## src/hw/rtl/pas_pkg.sv

```systemverilog
// shared types and constants for the page allocator free stack
// no dependencies

package pas_pkg;

    localparam int PAGE_W        = 12;
    localparam int STAT_W        = 2;
    localparam int MAX_PAGES_DEF = 4096;

    localparam logic CMD_ALLOC = 1'b0;
    localparam logic CMD_FREE  = 1'b1;

    typedef enum logic [STAT_W-1:0] {
        ST_OK    = 2'd0,
        ST_RANGE = 2'd1,
        ST_DUP   = 2'd2,
        ST_FULL  = 2'd3
    } t_status;

endpackage

```

## src/hw/rtl/pas_ctrl.sv

```systemverilog
// sequencer for allocate and free: pop, bump, duplicate scan, push, result register
// depends on pas_pkg; drives the free stack ram

module pas_ctrl #(
    parameter int MAX_PAGES = pas_pkg::MAX_PAGES_DEF
) (
    input  logic                               i_clk,
    input  logic                               i_rst_n,
    input  logic                               i_in_valid,
    output logic                               o_in_stall,
    input  logic                               i_cmd,
    input  logic [pas_pkg::PAGE_W-1:0]         i_page_id,
    output logic                               o_out_valid,
    input  logic                               i_out_stall,
    output logic [pas_pkg::PAGE_W-1:0]         o_granted_page,
    output logic [pas_pkg::STAT_W-1:0]         o_status,
    output logic                               o_ram_we,
    output logic [$clog2(MAX_PAGES)-1:0]       o_ram_waddr,
    output logic [pas_pkg::PAGE_W-1:0]         o_ram_wdata,
    output logic                               o_ram_re,
    output logic [$clog2(MAX_PAGES)-1:0]       o_ram_raddr,
    input  logic [pas_pkg::PAGE_W-1:0]         i_ram_rdata
);

    import pas_pkg::*;

    localparam int AW   = $clog2(MAX_PAGES);
    localparam int CW   = $clog2(MAX_PAGES + 1);
    localparam int CMPW = (CW > PAGE_W) ? CW : PAGE_W;
    localparam logic [CW-1:0] MAXC = CW'(MAX_PAGES);

    typedef enum logic [1:0] {S_IDLE, S_POP, S_SCAN, S_HOLD} t_state;

    t_state              r_state, n_state;
    logic [CW-1:0]       r_fc, n_fc;
    logic [CW-1:0]       r_hw, n_hw;
    logic [CW-1:0]       r_idx, n_idx;
    logic                r_cmp_v, n_cmp_v;
    logic                r_cmp_last, n_cmp_last;
    logic [PAGE_W-1:0]   r_page, n_page;
    logic [PAGE_W-1:0]   r_res_g, n_res_g;
    t_status             r_res_s, n_res_s;
    logic                r_out_valid, n_out_valid;
    logic [PAGE_W-1:0]   r_granted, n_granted;
    t_status             r_status, n_status;

    logic                slot_free;
    logic                fin;
    logic [PAGE_W-1:0]   fin_g;
    t_status             fin_s;
    logic [CW-1:0]       fc_m1;
    logic [CMPW-1:0]     hw_ext;
    logic [CMPW-1:0]     page_ext;

    assign slot_free = !r_out_valid || !i_out_stall;
    assign fc_m1     = r_fc - CW'(1);
    assign hw_ext    = CMPW'(r_hw);
    assign page_ext  = CMPW'(i_page_id);

    always_comb begin
        n_state     = r_state;
        n_fc        = r_fc;
        n_hw        = r_hw;
        n_idx       = r_idx;
        n_cmp_v     = r_cmp_v;
        n_cmp_last  = r_cmp_last;
        n_page      = r_page;
        n_res_g     = r_res_g;
        n_res_s     = r_res_s;
        n_out_valid = r_out_valid;
        n_granted   = r_granted;
        n_status    = r_status;
        o_ram_we    = 1'b0;
        o_ram_waddr = '0;
        o_ram_wdata = r_page;
        o_ram_re    = 1'b0;
        o_ram_raddr = '0;
        fin         = 1'b0;
        fin_g       = '0;
        fin_s       = ST_OK;

        if (r_out_valid && !i_out_stall) begin
            n_out_valid = 1'b0;
        end

        unique case (r_state)
            S_IDLE: begin
                if (i_in_valid) begin
                    n_page = i_page_id;
                    if (i_cmd == CMD_ALLOC) begin
                        if (r_fc != '0) begin
                            o_ram_re    = 1'b1;
                            o_ram_raddr = fc_m1[AW-1:0];
                            n_fc        = fc_m1;
                            n_state     = S_POP;
                        end else if (r_hw < MAXC) begin
                            fin   = 1'b1;
                            fin_g = hw_ext[PAGE_W-1:0];
                            n_hw  = r_hw + CW'(1);
                        end else begin
                            fin   = 1'b1;
                            fin_s = ST_FULL;
                        end
                    end else begin
                        if (!(page_ext < hw_ext)) begin
                            fin   = 1'b1;
                            fin_s = ST_RANGE;
                        end else if (r_fc == '0) begin
                            o_ram_we    = 1'b1;
                            o_ram_waddr = '0;
                            o_ram_wdata = i_page_id;
                            n_fc        = CW'(1);
                            fin         = 1'b1;
                        end else begin
                            n_idx   = '0;
                            n_cmp_v = 1'b0;
                            n_state = S_SCAN;
                        end
                    end
                end
            end
            S_POP: begin
                fin   = 1'b1;
                fin_g = i_ram_rdata;
            end
            S_SCAN: begin
                o_ram_re    = 1'b1;
                o_ram_raddr = r_idx[AW-1:0];
                if (r_cmp_v && (i_ram_rdata == r_page)) begin
                    fin   = 1'b1;
                    fin_s = ST_DUP;
                end else if (r_cmp_v && r_cmp_last) begin
                    fin = 1'b1;
                    if (r_fc < MAXC) begin
                        o_ram_we    = 1'b1;
                        o_ram_waddr = r_fc[AW-1:0];
                        n_fc        = r_fc + CW'(1);
                    end
                end else begin
                    n_cmp_v    = 1'b1;
                    n_cmp_last = (CW'(r_idx + CW'(1)) == r_fc);
                    n_idx      = r_idx + CW'(1);
                end
            end
            S_HOLD: begin
                if (slot_free) begin
                    n_out_valid = 1'b1;
                    n_granted   = r_res_g;
                    n_status    = r_res_s;
                    n_state     = S_IDLE;
                end
            end
            default: begin
                n_state = S_IDLE;
            end
        endcase

        if (fin) begin
            if (slot_free) begin
                n_out_valid = 1'b1;
                n_granted   = fin_g;
                n_status    = fin_s;
                n_state     = S_IDLE;
            end else begin
                n_res_g = fin_g;
                n_res_s = fin_s;
                n_state = S_HOLD;
            end
        end
    end

    always_ff @(posedge i_clk) begin
        if (!i_rst_n) begin
            r_state     <= S_IDLE;
            r_fc        <= '0;
            r_hw        <= '0;
            r_out_valid <= 1'b0;
            r_cmp_v     <= 1'b0;
        end else begin
            r_state     <= n_state;
            r_fc        <= n_fc;
            r_hw        <= n_hw;
            r_out_valid <= n_out_valid;
            r_cmp_v     <= n_cmp_v;
        end
        r_idx      <= n_idx;
        r_cmp_last <= n_cmp_last;
        r_page     <= n_page;
        r_res_g    <= n_res_g;
        r_res_s    <= n_res_s;
        r_granted  <= n_granted;
        r_status   <= n_status;
    end

    assign o_in_stall     = (r_state != S_IDLE);
    assign o_out_valid    = r_out_valid;
    assign o_granted_page = r_granted;
    assign o_status       = r_status;

endmodule

```

## config.mk

```make
export PLATFORM = sky130hd
export DESIGN_NAME = pas_ctrl
export DESIGN_NICKNAME = d
export VERILOG_FILES = /design/src/hw/rtl/pas_pkg.sv /design/src/hw/rtl/pas_ctrl.sv
export SDC_FILE = /design/constraint.sdc
export NUM_CORES = 1
export LEC_CHECK = 0
export ABC_CLOCK_PERIOD_IN_PS = 3300
export BUFFER_PORTS_ARGS = -buffer_cell sky130_fd_sc_hd__buf_2
export CAP_MARGIN = 20
export CORE_MARGIN = 4
export CORE_UTILIZATION = 58
export DETAILED_ROUTE_END_ITERATION = 7
export MAX_ROUTING_LAYER = met4
export PLACE_DENSITY_LB_ADDON = 0.15
export SYNTH_ARGS = -nofsm -noshare
export SYNTH_HDL_FRONTEND = slang
export SYNTH_SLANG_ARGS = --single-unit
```

## constraint.sdc

```tcl
create_clock -name i_clk -period 3.3 [get_ports i_clk]
set_input_delay 0.33 -clock i_clk [delete_from_list [all_inputs] [get_ports i_clk]]
set_output_delay 0.33 -clock i_clk [all_outputs]
set_load 0.01 [all_outputs]
```

==> out/qor.yml <==
run_status:
  outcome: "finished, final reports clean"
final_layout:
  drive_above_1_share_pct: 26.40
  area_growth_pct: 13.92
  final.fill_count: 786
  multi_input_area_um2: 3182
  nets: 702
  final_util_pct: 67.94
  n_antenna_cell: 0
  seqCellArea_um2: 2082
critical_path:
  endpoint_kind: "output port"
  critPathLaunchType: "flop"
  arrival_ns: 2.74
  required_ns: 2.97
  path_max_fanout: 7
  worstSetupPathType: "flop to output port"
placed_design:
  portBuffers: 82
  place.gp.congestion: 0.9564
  dpl.hpwl_mm: 11.27
min_path:
  worst_hold_path_type: "input pin to flop"
synth:
  synth.area.mux_share_pct: 8.859
  synthXorXnorAreaFrac_pct: 8.542
  yosysWarningCount: 0
  synth_most_common_cell: "nor2_1"
  ys.flop_type: "dfxtp_1"
  ys_top_cells_by_count: "nor2_1, nand2_1, dfxtp_1"
  synth-seq-cells: 84
  synth_cell_types: 74
  syn_inst: 578
  yosys-top-cells-area: "edfxtp_1, dfxtp_1, xnor2_1"
  netlist_area_um2: 5537
  synthSimpleGateAreaFrac_pct: 20.47
  synthAdderAreaFrac_pct: 3.390
  ys_seq_area_share_pct: 37.60
  synth_edf_count: 40
  ys_async_sr_fraction_pct: 0
  synth_fp_nets: 622
  synth_top_family_by_area: "simple AND/OR/NAND/NOR gates"
  post-synth-top-area-fraction_pct: 21.69
  yosys.area.top_type: "edfxtp_1"
  synth_compound_area_share_pct: 15.48
  syn_avg_cell_area_um2: 9.579
power_and_ir_drop:
  power_density_nw_per_um2: 866.2
  vdd.ir_drop.worst_v: 0.0004624
  p_leak_nw: 2.547
  p_total_mw: 5.464
detailed_routing:
  drc: 0
  drt_iter0_drc: 391
  vias_per_cell: 6.158
  dr.pass1.iters: 5
  wl_per_cell_um: 19.34
  wl_mm: 15.32
  route.vias.total: 4877
  drtAntennaViolNets: 0
clock_network:
  root_buffer: "clkbuf_8"
  cts_tree: "built"
  htree_levels: 3
  cts_num_sinks: 84
  cts-hold-fix-buffers: 0
  cts_max_path_buffers: 2
  numCtsBuffers: 9
  clk_latency_ns: 0.37
  clkTransAtPathRegs_ns: 0.10
timing:
  finClkSkew_ns: 0.01835
  relSlewSlack_pct: 34.38
  finalCritPeriodShare_pct: 92.96
  rsz0062_at_grt: "no"
  setup_viol: 0
  fmax_mhz: 326.0
  tns_ns: 0
  hold_violations: 0
  fin_crit_ns: 3.068
  maxSlewViolCount: 0
  worst_pin_slew_ns: 0.9833
grt:
  grt_max_degree: 33
  grt_pass1_wl_mm: 24.18
  grtUsageTotal_pct: 27.81
  antenna_found_initial: 0
  grt_pass1_vias: 4541
  overflow: 0
die:
  core_area_um2: 9284
  pin_count: 83
  die_h_um: 105.7
  die_w_um: 105.7
  placementRows: 35
  die_area_um2: 11170
  initial_utilization_pct: 59.64
run:
  max_cap_violations: 0
-- final cells by class --
cell class | count | area share (%)
sequential | 84 | 33.01
timing repair buffer | 106 | 9.363
multi-input combinational | 433 | 50.45
clock buffer | 9 | 1.964
clock inverter | 7 | 1.230
tap | 129 | 2.559
inverter | 24 | 1.428
-- worst max-delay path, cell delays in order, from the launching register on --
cell and delay, ns:
dfxtp_1 0.40, inv_1 0.17, ha_1 0.26, nor3b_4 0.27, nand4_4 0.20, nor2_4 0.27, nand4_4 0.23, mux2_1 0.41
buf_2 0.16
-- kinds of logic after synthesis --
logic type | after synthesis
and+or+nand+nor | 206
buffers and inverters | 62
AOI/OAI and AO/OA | 113
xor gates and xnor gates | 54
DFF | 84
muxes | 44
adders and majority gates | 15
-- cells in the final DEF (no fill, tap or decap), types with 19 or more instances in the layout --
master    Yosys  layout
inv_1        22      22
nand2_1      48      48
xor2_1       24      24
xnor2_1      30      30
dfxtp_1      44      44
mux2_2       19      19
o21ai_0      22      22
nor2_1       54      54
buf_4         2      24
mux2_1       21      21
edfxtp_1     40      40
buf_2         5      82
-- through the flow --
stage	hold slack, ns	setup slack (ns)	area, µm²	std cells
after floorplan	0.4289	0.3904	5537	578
after global placement	0.4933	0.3714	6056	773
after detailed placement	0.5039	0.2951	6056	773
after CTS	0.1522	0.1153	6266	789
after global routing	0.1489	0.05723	6307	792
final	0.1698	0.2322	6307	792
-- worst paths after layout --
kind         cells past startpoint             end  slack (ns)         start
min                              1       r_page[9]        0.17  i_page_id[9]
max reg2reg                      9         r_fc[5]        0.64       r_fc[0]
min reg2reg                      2       hw_ext[7]        0.51     hw_ext[7]
max                              8  o_ram_wdata[9]        0.23       r_fc[0]
-- sequential cells by signal, summed over array words and instances, names as in the netlist --
name	cells
hw_ext	13
r_fc	13
r_state	2
r_res_g	12
r_cmp_last	1
o_out_valid	1
r_res_s	2
r_idx	13
o_status	2
r_cmp_v	1
r_page	12
o_granted_page	12
-- power by group --
group          internal, mW  total, mW  leakage (nW)  switching, mW
logic                  1.22       3.06          1.72           1.83
clock network         0.299      0.742        0.0983          0.443
registers              1.39       1.66         0.733          0.279
-- routing by layer --
metal,vias up,wire (µm),GRT usage (%)
met1,2315,7049,40.34
li1,2298,-,-
met3,17,1339,4.960
met4,0,169,6.846
met2,247,6757,40.44
met5,-,0,-
-- timing repair --
item	4_1_cts	5_1_grt
pin swaps	0	0
setup buffers	0	1
resized for setup	1	3
endpoints found under the setup margin	10	12
cloned	0	1
Power figures use the tool's default switching activity.
